**config.mk**
```make
export PLATFORM = sky130hd
export DESIGN_NAME = tmtw_addr_unit
export DESIGN_NICKNAME = d
export VERILOG_FILES = /design/src/hdl/text_mode_terminal_writer_assert.svh /design/src/hdl/tmtw_pkg.sv /design/src/hdl/tmtw_addr_unit.sv
export SDC_FILE = /design/constraint.sdc
export NUM_CORES = 1
export LEC_CHECK = 0
export BUFFER_PORTS_ARGS = -buffer_cell sky130_fd_sc_hd__buf_4
export CAP_MARGIN = 20
export CORE_ASPECT_RATIO = 0.75
export CORE_UTILIZATION = 30
export CTS_CLUSTER_DIAMETER = 200
export CTS_CLUSTER_SIZE = 30
export DETAILED_ROUTE_END_ITERATION = 10
export GPL_TIMING_DRIVEN = 0
export SYNTH_ARGS = -nofsm -noshare
export SYNTH_HDL_FRONTEND = slang
export SYNTH_SLANG_ARGS = --single-unit
```
**constraint.sdc**
```tcl
create_clock -name clk -period 6.5 [get_ports clk]
set_input_delay 1.625 -clock clk [delete_from_list [all_inputs] [get_ports clk]]
set_output_delay 1.625 -clock clk [all_outputs]
set_load 0.02 [all_outputs]
```
**src/hdl/text_mode_terminal_writer_assert.svh**
```systemverilog
// Assertion helpers for the terminal writer. Each macro expects clk and rst
// in the scope where it is used.
`ifndef TEXT_MODE_TERMINAL_WRITER_ASSERT_SVH
`define TEXT_MODE_TERMINAL_WRITER_ASSERT_SVH

// The consequent must hold in the same cycle as the antecedent.
`define TMTW_ASSERT_SAME(lbl, ante, cons) \
  lbl: assert property (@(posedge clk) disable iff (rst) (ante) |-> (cons)) \
    else $error("terminal writer check failed");

// The consequent must hold in the cycle after the antecedent.
`define TMTW_ASSERT_NEXT(lbl, ante, cons) \
  lbl: assert property (@(posedge clk) disable iff (rst) (ante) |=> (cons)) \
    else $error("terminal writer check failed");

`endif

```
**src/hdl/tmtw_pkg.sv**
```systemverilog
`default_nettype none

package tmtw_pkg;

  localparam int SCREEN_WIDTH  = 80;
  localparam int SCREEN_HEIGHT = 25;
  localparam int CELLS         = SCREEN_WIDTH * SCREEN_HEIGHT;

  localparam int ROW_W  = $clog2(SCREEN_HEIGHT);
  localparam int COL_W  = $clog2(SCREEN_WIDTH);
  localparam int ADDR_W = $clog2(CELLS);
  localparam int CELL_W = 16;

  // Widths of the row and column fields on the ports.
  localparam int FIELD_ROW_W = 5;
  localparam int FIELD_COL_W = 7;

  localparam logic [7:0] NEWLINE_BYTE = 8'd10;
  localparam logic [7:0] BLANK_BYTE   = 8'h20;
  localparam logic [7:0] RESET_ATTR   = 8'h0F;

  localparam logic FUNC_PUT  = 1'b0;
  localparam logic FUNC_READ = 1'b1;

  typedef enum logic [2:0] {
    ST_CLEAR,
    ST_IDLE,
    ST_EXEC,
    ST_RWAIT,
    ST_SCROLL,
    ST_DONE
  } state_t;

  // Screen access in logical coordinates, before the row rotation.
  typedef struct packed {
    logic              we;
    logic              re;
    logic [ROW_W-1:0]  row;
    logic [COL_W-1:0]  col;
    logic [CELL_W-1:0] data;
  } mem_cmd_t;

  // Screen access at a physical cell address.
  typedef struct packed {
    logic              we;
    logic              re;
    logic [ADDR_W-1:0] addr;
    logic [CELL_W-1:0] data;
  } mem_req_t;

  typedef struct packed {
    logic [CELL_W-1:0]      cell_value;
    logic [FIELD_ROW_W-1:0] row;
    logic [FIELD_COL_W-1:0] col;
    logic                   scrolled;
  } result_t;

endpackage

`default_nettype wire

```
**src/hdl/tmtw_addr_unit.sv**
```systemverilog
`default_nettype none

// Shared address stage: maps a logical row through the rotating top-row
// offset to a physical row, then forms row * width + column. Every screen
// access of the block passes through here and is registered on the way out.
module tmtw_addr_unit (
  input  logic                      clk,
  input  logic                      rst,
  input  tmtw_pkg::mem_cmd_t        cmd,
  input  logic [tmtw_pkg::ROW_W-1:0] top_row,
  output tmtw_pkg::mem_req_t        req
);

  logic [tmtw_pkg::ROW_W:0]    row_sum;
  logic [tmtw_pkg::ROW_W-1:0]  phys_row;
  logic [tmtw_pkg::ADDR_W-1:0] addr;

  always_comb begin
    row_sum = {1'b0, cmd.row} + {1'b0, top_row};
    if (row_sum >= (tmtw_pkg::ROW_W + 1)'(tmtw_pkg::SCREEN_HEIGHT)) begin
      row_sum = row_sum - (tmtw_pkg::ROW_W + 1)'(tmtw_pkg::SCREEN_HEIGHT);
    end
    phys_row = row_sum[tmtw_pkg::ROW_W-1:0];
    addr = tmtw_pkg::ADDR_W'(phys_row) * tmtw_pkg::ADDR_W'(tmtw_pkg::SCREEN_WIDTH)
         + tmtw_pkg::ADDR_W'(cmd.col);
  end

  always_ff @(posedge clk) begin
    if (rst) begin
      req.we <= 1'b0;
      req.re <= 1'b0;
    end else begin
      req.we <= cmd.we;
      req.re <= cmd.re;
    end
    req.addr <= addr;
    req.data <= cmd.data;
  end

endmodule

`default_nettype wire

```
; After elaboration in Yosys (flattened, before gate mapping)
; Index checks and enable logic that the tools add are counted.
[totals]
register_bits = 29
in_bits = 37
wordCells = 10
[op_classes]
mux = 1
n_mul = 1
magnitude_cmp = 1
addsub = 3
[op_table]
columns = operator, count
row1 = $add A11 B7 Y11, 1
row2 = $mul A5 B3 Y7 const B, 1
row3 = $add A5 B5 Y6, 1
row4 = $ge A6 B5 Y1 const B, 1
row5 = $mux W5, 1
row6 = $sub A5 B5 Y5 const B, 1

; Logic depth before layout (Yosys ltp)
[depth]
ltp_word = 5
ltp_mapped = 17

; Least setup slack after synthesis
; OpenSTA, ideal clock, no wires.
[synth_timing]
kind = input to register
startpoint = input cmd[23] (netlist bit)
endpoint = register req[26] (netlist bit)
path_stages = 17
required_time_ns = 6.375
arrival_ns = 5.142
setup_slack_ns = 1.233
n_path_buf = 0
cell_sequence = ha_1 -> fa_1 -> inv_1 -> ha_1 -> nand2b_1 -> nor3_1 -> o31ai_2 -> nor2_1 -> mux2_1 -> ha_1 -> ha_1 -> fa_1 -> nand2_1 -> nor2_1 -> a2bb2oi_1 -> o22ai_1 -> xor2_1
[synth_via]
elab_chain_len = 5
[synth_rtl]
columns = element, line_no
row1 = "start, declared", tmtw_addr_unit.sv:9  ; input tmtw_pkg::mem_cmd_t cmd,
row2 = $add A5 B5 Y6 (*), tmtw_addr_unit.sv:19  ; row_sum = {1'b0, cmd.row} + {1'b0, top_row};
row3 = $sub A5 B5 Y5 / $ge A6 B5 Y1 (equally long branches), "tmtw_addr_unit.sv:21, tmtw_addr_unit.sv:20"
row4 = $mux W5 (*), tmtw_addr_unit.sv:20  ; if (row_sum >= (tmtw_pkg::ROW_W + 1)'(tmtw_pkg::SCREEN_HEIGHT)) begin
row5 = $mul A5 B3 Y7 (*), tmtw_addr_unit.sv:24  ; addr = tmtw_pkg::ADDR_W'(phys_row) * tmtw_pkg::ADDR_W'(tmtw_pkg::SCREEN_WIDTH)
row6 = $add A11 B7 Y11 (*), tmtw_addr_unit.sv:25  ; + tmtw_pkg::ADDR_W'(cmd.col);
row7 = via addr (one bit), tmtw_addr_unit.sv:16  ; logic [tmtw_pkg::ADDR_W-1:0] addr;
row8 = "end, declared", tmtw_addr_unit.sv:11  ; output tmtw_pkg::mem_req_t req
; Mark *: on every way through the listed nets, which the timed path passes. The rest lies on a longest branch.
; A chain may end at the register's enable or synchronous reset.

; Worst setup path in the final report
; Ends and elaborated chain as after synthesis.

==> run metrics <==
top cell type's share of synthesized area a little under half; Cell Area, Synth 1220 µm²; CP startpoint kind input port; largest registers in the final layout req x29; Port Buf Inserts 65; Core Footprint 3780 µm²; initial antenna violation count 0; Inserted Clock Buffers 5; Vias just under 1000; post-synthesis share of cell area spent on full adders, half adders and majority gates 21.3%; final critical path time including I/O delays and setup 5.49 ns; arrival time worst endpoint 5.69 ns; basic-gate share of the synthesized area counting and, or, nand and nor cells 7.08%; Synth Area in Compound Gates between 10% and 20%; crit-path max FO 3; area added between synthesis and finish 53.6%; number of global-route vias before repair between 900 and 1000; Post-CTS Repair Setup Buffers 0; cell depth of the worst hold path 1; Power per Cell Area ~370 nW/µm²; total length of routed wires between 2000 and 3000 µm; required time at the worst-slack endpoint roughly 6.7 ns; hold crit path type in2reg; die outline area ~4300 µm²; largest net degree at the start of global routing 10; Yosys reg bits 29; setup repair after global routing missed its margin no; Peak VDD IR between 0.0002 and 0.00025 V; synth warn 0; share of the clock period used by the worst path a little over four fifths; die width ~76 µm; antenna violation net count after detailed routing 0; cells after synthesis 103; dominant register cell in the synthesized netlist dfxtp_1; post-synthesis share of cell area spent on xor and xnor gates 8.51%; share of cells above drive strength 1 44.3%; leakage dissipation 0.909 nW; number of placement rows 19; top register by number of flip-flops req; Worst slew margin 58.1%; hold_buf cts 0; initial DRC count 25; wire length of the first global-routing pass 4240 µm; cells taking the most area after synthesis dfxtp_1 (48%), ha_1 (16%), xnor2_1 (5.7%); clock tree from TritonCTS built; result of the run complete, no violations; final global-route overflow total 0; number of maximum-capacitance constraint violations 0; end point of the critical path req[26]$_DFF_P_; register area share after synthesis a little under half; Synth area leader dfxtp_1; Worst-Margin Slew 0.612 ns; crit path kind in2reg; first-pass detailed-route iteration total 4; Final Max Slew Viols 0; GPL Wtd Cong 0.737; DPL Wire Length 2290 µm; combinational family with the most area after synthesis adder cells; Synth Net Count 159; share of cell area taken by muxes after synthesis under 10%; antenna cell count 0; Worst-path clk slew 0.06 ns; Post-synth EDFFs 0; post-DR wirelength/cell between 10 and 15 µm; total global-route track usage 13.2%; critical path capture point type register; launching element of the worst setup path cmd[23]; Largest register FFs 29; CTS root buf clkbuf_8; Design Power 0.699 mW; share of synthesized flip-flops with an asynchronous set or reset 0%; initial core utilization 32.3%; post-detailed-route via-to-cell ratio 4.32; count of cell types in the netlist 31; die height 57.2 µm; maximum buffer depth of the clock tree 2; synthesized area per cell about 12 µm²; I/O pin cnt 66; Max Freq 0.182 GHz; Fin. Hold Viols 0; final-report setup violation count 0; number of resized instances in the post-cts repair step 0; Nets 231; total negative slack for setup checks 0 ns; count of unresolved DRC violations after routing 0; clock net sink count 29; H-tree levels 2
cells in the final DEF, fill, tap and decap left out, drive strengths merged, types with 2 or more instances in the layout:
cell type	netlist	final
a21oi	7	7
buf	0	65
clkbuf	0	7
dfxtp	29	29
fa	3	3
ha	16	16
inv	6	6
nand2b	2	2
nor2	6	6
nor2b	2	2
nor3	2	2
o31ai	2	2
o32ai	2	2
xnor2	8	8
xor2	3	3
metal layers:
metal  wire, µm  GRT usage (%)  part of all wire (%)
met5          0              0                     0
met4          0           3.97                     0
met3         99           4.77                   3.7
met2       1430           21.8                    53
met1       1190           16.1                    44
worst min path at each step:
stage | from | slack, ns | endpoint
2_1_floorplan | cmd[0] | 1.65 | req[0]$_DFF_P_
3_3_place_gp | cmd[9] | 1.73 | req[9]$_DFF_P_
3_5_place_dp | cmd[11] | 1.73 | req[11]$_DFF_P_
4_1_cts | cmd[10] | 1.44 | req[10]$_DFF_P_
5_1_grt | cmd[11] | 1.43 | req[11]$_DFF_P_
6_report | cmd[10] | 1.45 | req[10]$_DFF_P_
per-stage QoR:
stage | instance area [µm²] | setup slack [ns] | hold WS (ns) | cells | util, %
after global routing | 1870 | 0.853 | 1.43 | 228 | 49.6
after detailed placement | 1770 | 0.772 | 1.73 | 220 | 46.9
final | 1870 | 1.01 | 1.45 | 228 | 49.6
after floorplan | 1220 | 1.23 | 1.65 | 103 | -
after CTS | 1870 | 1.05 | 1.44 | 228 | 49.6
after global placement | 1770 | 0.857 | 1.73 | 220 | 46.9
power by group:
group / leakage (nW) / internal, mW / switching [mW] / total, mW
sequential: 0.245 / 0.211 / 0.00776 / 0.219
combinational: 0.610 / 0.152 / 0.170 / 0.321
clock: 0.0542 / 0.0954 / 0.0638 / 0.159
total: 0.909 / 0.458 / 0.241 / 0.699
critical path, cell delays in order:
cell       delay, ns
buf_4           0.11
ha_1            0.21
fa_1            0.53
inv_1           0.07
ha_1            0.18
nand2b_1        0.17
nor3_1          0.20
o31ai_2         0.11
nor2_1          0.19
mux2_1          0.42
ha_1            0.30
ha_1            0.23
fa_1            0.53
nand2_1         0.10
o31ai_1         0.26
a2bb2oi_1       0.11
o22ai_1         0.16
xor2_1          0.17
cell type report:
type,instances,area (µm²)
Tap cell,52,65.1
Multi-Input combinational cell,68,617
Inverter,6,22.5
Clock buffer,7,96.3
Timing Repair Buffer,65,488
Sequential cell,29,581
Clock inverter,1,5.00
Fill cell,361,1910
Yosys cell counts, types with 2 or more instances:
master and instances:
inv_1 6, o32ai_1 2, dfxtp_1 29, nor2_1 6, ha_1 16, nand2b_1 2, fa_1 3, xor2_1 2
a21oi_1 7, xnor2_1 8, nor2b_1 2
logic make-up (layout without fill, tap and decap cells):
family / after synthesis / in the layout
simple gates: 16 / 16
xor+xnor: 11 / 11
fa+ha+maj: 19 / 19
flops: 29 / 29
mux: 2 / 2
compound gates: 20 / 20
buf+inv: 6 / 79
(Power assumes the default switching activity.)
