===== config.mk =====
export PLATFORM = sky130hd
export DESIGN_NAME = tmtw_ctrl
export DESIGN_NICKNAME = d
export VERILOG_FILES = /design/src/hdl/tmtw_pkg.sv /design/src/hdl/tmtw_ctrl.sv
export VERILOG_INCLUDE_DIRS = /design/src /design/src/hdl
export SDC_FILE = /design/constraint.sdc
export NUM_CORES = 1
export LEC_CHECK = 0
export ABC_CLOCK_PERIOD_IN_PS = 2040
export BUFFER_PORTS_ARGS = -buffer_cell sky130_fd_sc_hd__buf_2
export CAP_MARGIN = 40
export CORE_ASPECT_RATIO = 1.2
export CORE_MARGIN = 3
export CORE_UTILIZATION = 46
export DETAILED_ROUTE_END_ITERATION = 7
export PLACE_DENSITY_LB_ADDON = 0.25
export SETUP_SLACK_MARGIN = 0.15
export SLEW_MARGIN = 5
export SYNTH_ARGS = -nofsm -noshare
export SYNTH_HDL_FRONTEND = slang
export SYNTH_SLANG_ARGS = --single-unit

===== constraint.sdc =====
create_clock -name clk -period 2.04 [get_ports clk]
set_input_delay 0.306 -clock clk [delete_from_list [all_inputs] [get_ports clk]]
set_output_delay 0.306 -clock clk [all_outputs]
set_load 0.02 [all_outputs]

===== src/hdl/text_mode_terminal_writer_assert.svh =====
// Assertion helpers for the terminal writer. Each macro expects clk and rst
// in the scope where it is used.
`ifndef TEXT_MODE_TERMINAL_WRITER_ASSERT_SVH
`define TEXT_MODE_TERMINAL_WRITER_ASSERT_SVH

// The consequent must hold in the same cycle as the antecedent.
`define TMTW_ASSERT_SAME(lbl, ante, cons) \
  lbl: assert property (@(posedge clk) disable iff (rst) (ante) |-> (cons)) \
    else $error("terminal writer check failed");

// The consequent must hold in the cycle after the antecedent.
`define TMTW_ASSERT_NEXT(lbl, ante, cons) \
  lbl: assert property (@(posedge clk) disable iff (rst) (ante) |=> (cons)) \
    else $error("terminal writer check failed");

`endif


===== src/hdl/tmtw_pkg.sv =====
`default_nettype none

package tmtw_pkg;

  localparam int SCREEN_WIDTH  = 80;
  localparam int SCREEN_HEIGHT = 25;
  localparam int CELLS         = SCREEN_WIDTH * SCREEN_HEIGHT;

  localparam int ROW_W  = $clog2(SCREEN_HEIGHT);
  localparam int COL_W  = $clog2(SCREEN_WIDTH);
  localparam int ADDR_W = $clog2(CELLS);
  localparam int CELL_W = 16;

  // Widths of the row and column fields on the ports.
  localparam int FIELD_ROW_W = 5;
  localparam int FIELD_COL_W = 7;

  localparam logic [7:0] NEWLINE_BYTE = 8'd10;
  localparam logic [7:0] BLANK_BYTE   = 8'h20;
  localparam logic [7:0] RESET_ATTR   = 8'h0F;

  localparam logic FUNC_PUT  = 1'b0;
  localparam logic FUNC_READ = 1'b1;

  typedef enum logic [2:0] {
    ST_CLEAR,
    ST_IDLE,
    ST_EXEC,
    ST_RWAIT,
    ST_SCROLL,
    ST_DONE
  } state_t;

  // Screen access in logical coordinates, before the row rotation.
  typedef struct packed {
    logic              we;
    logic              re;
    logic [ROW_W-1:0]  row;
    logic [COL_W-1:0]  col;
    logic [CELL_W-1:0] data;
  } mem_cmd_t;

  // Screen access at a physical cell address.
  typedef struct packed {
    logic              we;
    logic              re;
    logic [ADDR_W-1:0] addr;
    logic [CELL_W-1:0] data;
  } mem_req_t;

  typedef struct packed {
    logic [CELL_W-1:0]      cell_value;
    logic [FIELD_ROW_W-1:0] row;
    logic [FIELD_COL_W-1:0] col;
    logic                   scrolled;
  } result_t;

endpackage

`default_nettype wire


===== src/hdl/tmtw_ctrl.sv =====
`default_nettype none

`include "text_mode_terminal_writer_assert.svh"

// Sequencer: clears the screen after reset, runs one request at a time
// through the address unit, sweeps the freed row on a scroll and holds the
// result in an output register.
module tmtw_ctrl (
  input  logic                                 clk,
  input  logic                                 rst,
  input  logic                                 s_valid,
  output logic                                 s_ready,
  input  logic                                 in_func,
  input  logic [7:0]                           in_char,
  input  logic [tmtw_pkg::FIELD_ROW_W-1:0]     in_row,
  input  logic [tmtw_pkg::FIELD_COL_W-1:0]     in_col,
  input  logic [7:0]                           attr,
  output tmtw_pkg::mem_cmd_t                   cmd,
  output logic [tmtw_pkg::ROW_W-1:0]           top_row,
  input  logic [tmtw_pkg::CELL_W-1:0]          rdata,
  output logic                                 m_valid,
  input  logic                                 m_ready,
  output tmtw_pkg::result_t                    result
);

  localparam logic [tmtw_pkg::ROW_W-1:0] LAST_ROW =
    tmtw_pkg::ROW_W'(tmtw_pkg::SCREEN_HEIGHT - 1);
  localparam logic [tmtw_pkg::COL_W-1:0] LAST_COL =
    tmtw_pkg::COL_W'(tmtw_pkg::SCREEN_WIDTH - 1);

  tmtw_pkg::state_t state, state_next;

  logic [tmtw_pkg::ROW_W-1:0]       cur_row;
  logic [tmtw_pkg::COL_W-1:0]       cur_col;
  logic [tmtw_pkg::ROW_W-1:0]       sweep_row;
  logic [tmtw_pkg::COL_W-1:0]       sweep_col;
  logic                             item_func;
  logic [7:0]                       item_char;
  logic [tmtw_pkg::FIELD_ROW_W-1:0] item_row;
  logic [tmtw_pkg::FIELD_COL_W-1:0] item_col;
  logic                             scrolled;

  logic accept;
  logic out_load;
  logic is_read;
  logic is_newline;
  logic in_range;
  logic need_next_row;
  logic do_scroll;
  logic out_free;

  assign accept   = s_valid && s_ready;
  assign out_free = !m_valid || m_ready;

  always_comb begin
    is_read    = (item_func == tmtw_pkg::FUNC_READ);
    is_newline = (item_char == tmtw_pkg::NEWLINE_BYTE);
    in_range   = (int'(item_row) < tmtw_pkg::SCREEN_HEIGHT) &&
                 (int'(item_col) < tmtw_pkg::SCREEN_WIDTH);
    need_next_row = !is_read && (is_newline || (cur_col == LAST_COL));
    do_scroll     = need_next_row && (cur_row == LAST_ROW);
  end

  always_comb begin
    state_next = state;
    unique case (state)
      tmtw_pkg::ST_CLEAR: begin
        if ((sweep_row == LAST_ROW) && (sweep_col == LAST_COL)) begin
          state_next = tmtw_pkg::ST_IDLE;
        end
      end
      tmtw_pkg::ST_IDLE: begin
        if (s_valid) begin
          state_next = tmtw_pkg::ST_EXEC;
        end
      end
      tmtw_pkg::ST_EXEC: begin
        priority if (is_read && in_range) begin
          state_next = tmtw_pkg::ST_RWAIT;
        end else if (do_scroll) begin
          state_next = tmtw_pkg::ST_SCROLL;
        end else begin
          state_next = tmtw_pkg::ST_DONE;
        end
      end
      tmtw_pkg::ST_RWAIT: begin
        state_next = tmtw_pkg::ST_DONE;
      end
      tmtw_pkg::ST_SCROLL: begin
        if (sweep_col == LAST_COL) begin
          state_next = tmtw_pkg::ST_DONE;
        end
      end
      tmtw_pkg::ST_DONE: begin
        if (out_free) begin
          state_next = tmtw_pkg::ST_IDLE;
        end
      end
      default: begin
        state_next = tmtw_pkg::ST_IDLE;
      end
    endcase
  end

  always_comb begin
    s_ready  = 1'b0;
    out_load = 1'b0;
    cmd.we   = 1'b0;
    cmd.re   = 1'b0;
    cmd.row  = cur_row;
    cmd.col  = cur_col;
    cmd.data = {attr, item_char};
    unique case (state)
      tmtw_pkg::ST_CLEAR: begin
        cmd.we   = 1'b1;
        cmd.row  = sweep_row;
        cmd.col  = sweep_col;
        cmd.data = {tmtw_pkg::RESET_ATTR, tmtw_pkg::BLANK_BYTE};
      end
      tmtw_pkg::ST_IDLE: begin
        s_ready = 1'b1;
      end
      tmtw_pkg::ST_EXEC: begin
        if (is_read) begin
          cmd.re  = in_range;
          cmd.row = tmtw_pkg::ROW_W'(item_row);
          cmd.col = tmtw_pkg::COL_W'(item_col);
        end else begin
          cmd.we = !is_newline;
        end
      end
      tmtw_pkg::ST_RWAIT: begin
      end
      tmtw_pkg::ST_SCROLL: begin
        // The old top row is now the bottom row; fill it with blanks.
        cmd.we   = 1'b1;
        cmd.row  = LAST_ROW;
        cmd.col  = sweep_col;
        cmd.data = {attr, tmtw_pkg::BLANK_BYTE};
      end
      tmtw_pkg::ST_DONE: begin
        out_load = out_free;
      end
      default: begin
      end
    endcase
  end

  always_ff @(posedge clk) begin
    if (rst) begin
      state     <= tmtw_pkg::ST_CLEAR;
      cur_row   <= '0;
      cur_col   <= '0;
      top_row   <= '0;
      sweep_row <= '0;
      sweep_col <= '0;
      scrolled  <= 1'b0;
      m_valid   <= 1'b0;
    end else begin
      state <= state_next;

      if (state == tmtw_pkg::ST_CLEAR) begin
        if (sweep_col == LAST_COL) begin
          sweep_col <= '0;
          sweep_row <= sweep_row + 1'b1;
        end else begin
          sweep_col <= sweep_col + 1'b1;
        end
      end

      if (accept) begin
        scrolled <= 1'b0;
      end

      if ((state == tmtw_pkg::ST_EXEC) && !is_read) begin
        sweep_col <= '0;
        if (need_next_row) begin
          cur_col <= '0;
          if (cur_row == LAST_ROW) begin
            scrolled <= 1'b1;
            top_row  <= (top_row == LAST_ROW) ? '0 : top_row + 1'b1;
          end else begin
            cur_row <= cur_row + 1'b1;
          end
        end else begin
          cur_col <= cur_col + 1'b1;
        end
      end

      if (state == tmtw_pkg::ST_SCROLL) begin
        sweep_col <= sweep_col + 1'b1;
      end

      if (out_load) begin
        m_valid <= 1'b1;
      end else if (m_ready) begin
        m_valid <= 1'b0;
      end
    end

    if (accept) begin
      item_func <= in_func;
      item_char <= in_char;
      item_row  <= in_row;
      item_col  <= in_col;
    end

    if (out_load) begin
      result.cell_value <= (is_read && in_range) ? rdata : '0;
      result.row        <= tmtw_pkg::FIELD_ROW_W'(cur_row);
      result.col        <= tmtw_pkg::FIELD_COL_W'(cur_col);
      result.scrolled   <= scrolled;
    end
  end

  `TMTW_ASSERT_SAME(a_row_on_screen, 1'b1, cur_row <= LAST_ROW)
  `TMTW_ASSERT_SAME(a_col_on_screen, 1'b1, cur_col <= LAST_COL)
  `TMTW_ASSERT_SAME(a_top_on_screen, 1'b1, top_row <= LAST_ROW)
  `TMTW_ASSERT_SAME(a_scroll_cursor, state == tmtw_pkg::ST_SCROLL,
                    (cur_row == LAST_ROW) && (cur_col == '0) && scrolled)
  `TMTW_ASSERT_NEXT(a_accept_starts, accept, state == tmtw_pkg::ST_EXEC)

endmodule

`default_nettype wire


After elaboration in Yosys (flattened, before gate mapping)
Index checks and enable logic that the tools add are counted.
{"block": "op_classes", "order_cmp": 2, "reduce_logical": 20, "addsub": 5, "n_bitwise": 1, "n_mux": 27, "n_eq_ne": 15}
{"operator": "$pmux W12 S3", "n": 1}
{"operator": "$mux W7", "n": 5}
{"operator": "$pmux W16 S2", "n": 1}
{"operator": "$pmux W3 S6", "n": 1}
{"operator": "$add A5 B1 Y5 const B", "n": 3}
{"operator": "$eq A5 B5 Y1 const B", "n": 3}
{"operator": "$mux W3", "n": 5}
{"operator": "$add A7 B1 Y7 const B", "n": 2}
{"operator": "$eq A7 B7 Y1 const B", "n": 2}
{"operator": "$mux W13", "n": 1}
{"operator": "$mux W1", "n": 11}
{"operator": "$eq A8 B4 Y1 const B", "n": 1}
{"operator": "$ne A2 B2 Y1 const B", "n": 4}
{"operator": "$logic_and A1 B1 Y1", "n": 7}
{"operator": "$lt A7 B7 Y1 const B", "n": 1}
{"operator": "$eq A3 B2 Y1 const B", "n": 2}
{"operator": "$eq A3 B3 Y1 const B", "n": 2}
{"operator": "$reduce_and A3 Y1", "n": 2}
{"operator": "$lt A5 B5 Y1 const B", "n": 1}
{"operator": "$mux W5", "n": 1}
{"operator": "$reduce_and A4 Y1", "n": 1}
{"operator": "$eq A3 B1 Y1 const B", "n": 1}
{"operator": "$logic_not A1 Y1", "n": 3}
{"operator": "$logic_not A3 Y1", "n": 1}
{"operator": "7 further kinds", "n": 8}
{"block": "totals", "elab_cells": 86, "input_bits": 49, "regBits": 84, "out_inout_bits": 66}

Depth between registers and ports, before layout
Gate-level depths: netlist of the first run.
{"block": "logic_depth", "depth_word": 7, "ltp_mapped": 6, "ltp_nobuf": 6}

Worst setup path after synthesis of the first run
OpenSTA, ideal clock, no wires.
{"block": "synth_path", "kind": "reg-to-reg", "start": "register state[0]", "end": "register scrolled", "t_required_ns": 1.925, "setup_slack_ns": -0.009, "path_stages_with_launch": 5, "t_arrival_ns": 1.935, "period_less_slack_ns": 2.049, "cell_sequence": "dfxtp_1 -> nor3b_1 -> and2_1 -> nor2b_1 -> o21a_1"}
{"block": "synth_between", "elab_chain_len": 7}
{"item": "from (decl)", "line_no": "tmtw_ctrl.sv:31", "rtl": "tmtw_pkg::state_t state, state_next;"}
{"item": "from (signal assigned)", "line_no": "tmtw_ctrl.sv:151", "rtl": "state <= tmtw_pkg::ST_CLEAR;"}
{"item": "from (signal assigned)", "line_no": "tmtw_ctrl.sv:160", "rtl": "state <= state_next;"}
{"item": "$eq A3 B1 Y1 *", "line_no": "tmtw_ctrl.sv:113", "rtl": "unique case (state)"}
{"item": "$mux W1 *", "line_no": "tmtw_ctrl.sv:113"}
{"item": "net s_ready", "line_no": "tmtw_ctrl.sv:12", "rtl": "output logic s_ready,"}
{"item": "$logic_and A1 B1 Y1 *", "line_no": "tmtw_ctrl.sv:52", "rtl": "assign accept = s_valid && s_ready;"}
{"item": "net accept", "line_no": "tmtw_ctrl.sv:43", "rtl": "logic accept;"}
{"item": "$mux W1 *", "line_no": "tmtw_ctrl.sv:171", "rtl": "if (accept) begin"}
{"item": "$mux W1", "line_no": "tmtw_ctrl.sv:179", "rtl": "if (cur_row == LAST_ROW) begin"}
{"item": "$mux W1", "line_no": "tmtw_ctrl.sv:177", "rtl": "if (need_next_row) begin"}
{"item": "$mux W1 *", "line_no": "tmtw_ctrl.sv:175", "rtl": "if ((state == tmtw_pkg::ST_EXEC) && !is_read) begin"}
{"item": "to (decl)", "line_no": "tmtw_ctrl.sv:41", "rtl": "logic scrolled;"}
The timed path passes the listed nets; every way through them passes the cells marked *.
A chain may end at the register's enable or synchronous reset.

==> flow_metrics.py, run 1 <==
metrics = {
    "cts": {
        "cts_hold_buf": 0,
        "root_buffer": "clkbuf_8",
        "path_clk_slew_ns": 0.10,
        "cts_tree": "built",
        "insertion_delay_ns": 0.37,
        "cts_sinks": 84,
        "htree_levels": 3,
        "clock_path_buffers": 2,
        "cts_inserted_buffers": 9,
    },
    "placed_design": {
        "dp_cells": 537,
        "post_dp_cell_area_um2": 4508,
        "port_buffers": 114,
        "hpwl_um": 6527,
        "gp_congestion": 0.8826,
    },
    "timing": {
        "tns_ns": -0.01525,
        "relSlewSlack_pct": 60.32,
        "hold_viol_final": 0,
        "clock_skew_ns": 0.01676,
        "period_share_pct": 100.7,
        "max_clock_freq_mhz": 486.6,
        "holdWs_ns": 0.1056,
        "worstMarginPinSlew_ns": 0.5952,
        "rsz0062_at_grt": "yes",
        "fin_crit_ns": 2.055,
        "slew_violations": 0,
        "setup_ws_ns": -0.01525,
        "setup_viol": 1,
    },
    "floorplanning": {
        "dieArea_um2": 9174,
        "row_count": 35,
        "ioPinCount": 115,
        "core_area_um2": 7751,
        "start_util_pct": 47.81,
        "die_h_um": 104.3,
        "chipWidth_um": 87.94,
    },
    "final_layout": {
        "fin_util_pct": 66.09,
        "fin_nets": 530,
        "finalNonFillerCells": 570,
        "stdcell_area_um2": 5122,
        "antenna_cells": 0,
        "ff_latch_area_um2": 2193,
        "area_growth_pct": 38.22,
        "drive_gt1_share_pct": 44.14,
        "fillers": 590,
        "multiInputGateArea_um2": 1565,
    },
    "synth": {
        "syn_area_um2": 3706,
        "synth-seq-area-share_pct": 58.88,
        "synth-async-reset-ratio_pct": 0,
        "syn_inst": 329,
        "synth.avg_cell_area_um2": 11.26,
        "ys_seq_elements": 84,
        "yosys.cell_types.count": 47,
        "synth_edf_count": 50,
        "synth_nets": 386,
        "yosys_warnings": 0,
        "yosys_most_used_dff": "edfxtp_1",
    },
    "grt": {
        "grt_first_pass_wirelength_um": 14790,
        "track_usage_pct": 20.64,
        "grt_start_max_net_pins": 29,
        "grt.overflow.total": 0,
        "grt_pass1_vias": 3038,
        "antenna_found_initial": 0,
    },
    "route": {
        "via_per_inst": 5.568,
        "via_count": 3174,
        "drt-pass1-iter-count": 5,
        "routedWlPerCell_um": 16.86,
        "wirelength_um": 9609,
        "ant_nets": 0,
        "drc": 0,
        "dr.first_iter.drc_count": 240,
    },
    "power": {
        "powerDensity_nw_per_um2": 602.5,
        "ir_drop_uv": 429.8,
        "p_leak_nw": 2.127,
    },
    "outcome": {
        "status": "finished with violations",
        "violations": "setup timing",
    },
    "flow_run": {
        "drv_cap": 0,
    },
    "min_path": {
        "hp-class": "in -> reg",
        "min-delay-start": "in_col[6]",
    },
    "worst_setup_path": {
        "crit_fanout": 3,
        "cp.arrival_ns": 1.75,
        "cp.required_ns": 1.73,
        "crit_type": "reg -> out",
        "r2r_start": "is_read",
        "endpoint_kind": "primary output",
        "startpoint": "item_char[4]",
        "cp-start-kind": "flip-flop",
    },
}
path summary, 6_finish.rpt:
check                                   end  slack [ns]  cells past startpoint
worst max-delay path                cmd[29]       -0.02                      4
worst min-delay path            item_col[6]        0.11                      1
worst max register to register   cur_row[3]        0.03                      5
worst min register to register    result[0]        0.44                      0
cell type report:
class	count	share of cell area, %
Multi-Input combinational cell	210	30.56
Clock inverter	7	1.441
Sequential cell	84	42.82
Tap cell	92	2.247
Inverter	18	1.319
Timing Repair Buffer	150	19.20
Clock buffer	9	2.418
Yosys cell counts, types with 2 or more instances:
library cell,instances,area share [%]
nand2b_1,2,0.34
or2_2,6,1.0
o2111ai_1,3,0.71
edfxtp_1,50,41
or3_1,2,0.34
a32o_1,2,0.54
and2_1,18,3.0
nor2_1,19,1.9
and3_1,10,1.7
nand4b_1,4,0.95
a21oi_1,13,1.8
nor3_1,11,1.5
nand4_1,9,1.5
nor3b_1,2,0.41
xor2_1,14,3.3
o21ai_0,11,1.5
or4_1,2,0.41
nand3_1,9,1.2
a222oi_1,9,2.4
ha_1,8,2.7
nor2b_1,14,2.4
buf_2,2,0.27
o31ai_1,2,0.41
clkbuf_1,15,1.5
or4bb_1,2,0.61
mux2i_1,2,0.54
inv_1,18,1.8
dfxtp_1,34,18
a22oi_1,3,0.61
nand2_1,16,1.6
report_power, final:
part           internal (mW)  total [mW]  switching [mW]
clock network          0.569        1.19           0.625
registers               1.78        1.79         0.00819
logic                 0.0554      0.0995          0.0441
repair_timing:
action / in CTS / in global routing
cloned: 0 / 1
setup buffers: 10 / 6
pin swaps: 9 / 18
endpoints found under the setup margin: 32 / 30
gates resized for setup: 52 / 32
registers in the layout (all words and copies together) (netlist names):
name / flops
result: 29
is_read: 1
sweep_col: 7
cur_row: 5
cur_col: 7
m_valid: 1
item_row: 5
sweep_row: 5
item_char: 8
top_row: 5
item_col: 7
scrolled: 1
state: 3
kinds of logic (layout without fill, tap and decap cells):
logic type | after synthesis | in the layout | share of synthesized area, %
adder cells (fa/ha/maj) | 8 | 8 | 2.701
XOR/XNOR | 15 | 15 | 3.545
AO/OA/AOI/OAI | 54 | 54 | 10.40
buffers and inverters | 35 | 184 | 3.612
flip-flops | 84 | 84 | 58.88
multiplexers | 2 | 2 | 0.5402
AND/OR/NAND/NOR | 131 | 131 | 20.32
worst max-delay path: stages, from the launching register on:
cell and delay, ns:
edfxtp_1 0.39, or4_4 0.57, o21ai_2 0.17, o21ai_1 0.09, buf_4 0.16
metal layers:
layer | vias up | GRT usage, % | part of all wire (%) | wire length [µm]
li1 | 1499 | - | - | -
met1 | 1530 | 26.06 | 40 | 3876
met2 | 127 | 34.32 | 51 | 4862
met3 | 18 | 4.517 | 6.8 | 656
met4 | 0 | 7.237 | 2.2 | 214
met5 | - | 0 | 0 | 0
placed cells by master (no fill, tap or decap), types with 4 or more instances in the layout:
cell and instances:
buf_2 102, edfxtp_1 50, dfxtp_1 31, buf_4 25
buf_6 20, inv_1 18, and2_1 17, nor2_1 15
nand2_1 15, nor2b_1 14, xor2_1 14, a222oi_1 9
nand4_1 9, nor3_1 9, clkbuf_8 9, and3_1 8
nand3_1 8, ha_1 8, o21ai_0 7, a21oi_1 7
a21oi_2 6, or2_2 5, nand4b_1 4
metrics by stage:
| stage | setup WS (ns) | total power [mW] |
|---|---|---|
| 3_3_place_gp | 0.1875 | 1.924 |
| 6_report | -0.01525 | 3.086 |
| 4_1_cts | -0.007070 | 3.109 |
| 2_1_floorplan | 0.1908 | 1.868 |
| 5_1_grt | -0.1078 | 3.192 |
| 3_5_place_dp | 0.1300 | 1.925 |
Note: power is estimated with default switching activity, not from simulation.
==> inputs of run 2 (changes only) <==
--- a/config.mk
+++ b/config.mk
@@ -6,12 +6,12 @@
 export SDC_FILE = /design/constraint.sdc
 export NUM_CORES = 1
 export LEC_CHECK = 0
-export ABC_CLOCK_PERIOD_IN_PS = 2040
+export ABC_CLOCK_PERIOD_IN_PS = 2300
 export BUFFER_PORTS_ARGS = -buffer_cell sky130_fd_sc_hd__buf_2
 export CAP_MARGIN = 40
 export CORE_ASPECT_RATIO = 1.2
 export CORE_MARGIN = 3
-export CORE_UTILIZATION = 46
+export CORE_UTILIZATION = 51
 export DETAILED_ROUTE_END_ITERATION = 7
 export PLACE_DENSITY_LB_ADDON = 0.25
 export SETUP_SLACK_MARGIN = 0.15
==> constraint.sdc (replaced) <==
create_clock -name clk -period 2.3 [get_ports clk]
set_input_delay 0.345 -clock clk [delete_from_list [all_inputs] [get_ports clk]]
set_output_delay 0.345 -clock clk [all_outputs]
set_load 0.02 [all_outputs]
==> run 2 against run 1 <==
- the run now ends clean
- routed wire length decreased by 6.5%
- final cell count is 4.2% lower
- non-clock buffer count decreased by 19
- clock power fell by 14%
- worst setup slack improved by 0.22 ns
- global-route usage grew 0.85 points
- sequential share of layout area is 3.8 points higher
- power down 13%
- critical path type unchanged
- largest power group unchanged
==> flow_metrics.py, run 2 (synthesis gave the netlist of run 1 again) <==
metrics = {
    "worst_setup_path": {
        "regToRegSetupSlack_ns": 0.22,
        "cp.arrival_ns": 1.75,
        "crit_type": "reg -> out",
        "endpoint_kind": "primary output",
        "startpoint": "item_char[4]",
        "cp-start-kind": "flip-flop",
        "crit_fanout": 3,
        "slowest_delay_ns": 0.57,
        "cp.required_ns": 1.96,
        "path_cells": "or4_4 > o21ai_2 > o21ai_0 > buf_2",
        "r2r_start": "is_read",
        "slowest_stage": "or4_4",
    },
    "final_layout": {
        "fin_util_pct": 67.80,
        "reg_top3": "result (29), item_char (8)",
        "final_cell_mix": "buf_2 (113), edfxtp_1 (50), dfxtp_1 (31)",
        "antenna_cells": 0,
        "fin_nets": 511,
        "stdcell_area_um2": 4703,
        "drive_gt1_share_pct": 35.73,
        "mostFrequentLayoutCell": "buf_2",
        "ff_latch_area_um2": 2191,
        "area_growth_pct": 26.91,
        "largest_reg_flops": 29,
        "largest_register": "result",
        "fillers": 547,
        "multiInputGateArea_um2": 1420,
    },
    "route": {
        "ant_nets": 0,
        "via_count": 3044,
        "drt-pass1-iter-count": 5,
        "routedWlPerCell_um": 16.46,
        "drc": 0,
        "dr.first_iter.drc_count": 235,
        "wirelength_um": 8986,
        "via_per_inst": 5.575,
    },
    "floorplanning": {
        "ioPinCount": 115,
        "core_area_um2": 6937,
        "dieArea_um2": 8330,
        "start_util_pct": 53.43,
        "chipWidth_um": 83.82,
        "die_h_um": 99.38,
        "row_count": 33,
    },
    "grt": {
        "track_usage_pct": 21.49,
        "use_met1_pct": 26.99,
        "grt_first_pass_wirelength_um": 14210,
        "grtUsageMet2_pct": 35.70,
        "grt_busiest_layer": "met2",
        "grtUsageMet3_pct": 5.302,
        "antenna_found_initial": 0,
        "grt_start_max_net_pins": 29,
        "grt.overflow.total": 0,
        "grt_pass1_vias": 2970,
    },
    "cts": {
        "cts_sinks": 84,
        "insertion_delay_ns": 0.35,
        "htree_levels": 3,
        "clock_path_buffers": 2,
        "cts_inserted_buffers": 9,
        "path_clk_slew_ns": 0.09,
        "root_buffer": "clkbuf_8",
        "cts_hold_buf": 0,
        "cts_tree": "built",
    },
    "timing": {
        "clock_skew_ns": 0.009717,
        "slew_violations": 0,
        "period_share_pct": 91.12,
        "tns_ns": 0,
        "max_clock_freq_mhz": 477.2,
        "fin_crit_ns": 2.096,
        "rsz0062_at_grt": "yes",
        "worstMarginPinSlew_ns": 0.5283,
        "relSlewSlack_pct": 64.78,
        "setup_viol": 0,
        "hold_viol_final": 0,
    },
    "placed_design": {
        "post_dp_cell_area_um2": 4437,
        "gp_congestion": 0.8364,
        "hpwl_um": 6349,
        "port_buffers": 114,
    },
    "power": {
        "p_leak_nw": 1.989,
        "ir_drop_uv": 439.4,
        "powerDensity_nw_per_um2": 572.3,
    },
    "min_path": {
        "min-delay-start": "in_col[4]",
        "hp-class": "in -> reg",
    },
    "outcome": {
        "status": "finished clean",
    },
    "flow_run": {
        "drv_cap": 0,
    },
}
==> run 2: cell count changes in the layout (fill, tap and decap cells not counted), moves of 3 or more <==
| cell | delta |
|---|---|
| buf_6 | -17 |
| buf_2 | +11 |
| buf_4 | -11 |
| a21oi_1 | +6 |
| a21oi_2 | -6 |
| nor2_1 | +3 |
| nor2_4 | -3 |
| o21ai_0 | +3 |
==> run 2: per-stage QoR <==
step	worst slack, ns	hold slack (ns)	power, mW	std cells
after floorplan	0.2507	0.4005	1.657	329
after global placement	0.3318	0.4209	1.706	527
after detailed placement	0.2726	0.4229	1.708	527
after CTS	0.1504	0.1563	2.706	543
after global routing	0.1028	0.1484	2.772	546
final	0.2043	0.1651	2.692	546
==> run 2: cell type report <==
class / instances / area share [%]
sequential: 84 / 46.58
timing repair buffer: 131 / 15.40
inverter: 18 / 1.437
clock inverter: 7 / 1.437
multi-input combinational: 210 / 30.19
clock buffer: 9 / 2.634
tap: 87 / 2.314
==> run 2: worst paths after layout <==
kind / to / depth (start not counted)
setup reg to reg: top_row[3] / 5
hold reg to reg: result[0] / 0
setup / recovery: cmd[29] / 4
hold / removal: item_col[4] / 1
==> run 2: repair_timing <==
| action | 4_1_cts | 5_1_grt |
|---|---|---|
| setup endpoints to repair | 16 | 18 |
| gates cloned | 0 | 0 |
| gates resized for setup | 6 | 14 |
| pin swaps | 0 | 2 |
| buffers inserted | 0 | 3 |
==> run 2: report_power, final <==
| group | internal [mW] | switching (mW) | leakage (nW) | total, mW |
|---|---|---|---|---|
| combinational | 0.0439 | 0.0366 | 1.16 | 0.0806 |
| sequential | 1.58 | 0.00711 | 0.732 | 1.59 |
| clock | 0.496 | 0.525 | 0.0943 | 1.02 |
==> run 2: critical path: cells and delay by family, from the launching register on <==
family,cells,cell delay (ns)
AOI/OAI and AO/OA,2,0.28
buffers and inverters,1,0.17
DFF,1,0.39
and+or+nand+nor,1,0.57
==> run 2: routing by layer <==
layer,wire [µm],vias to the layer above
met5,0,-
li1,-,1460
met4,145,0
met2,4505,143
met1,3529,1426
met3,806,15
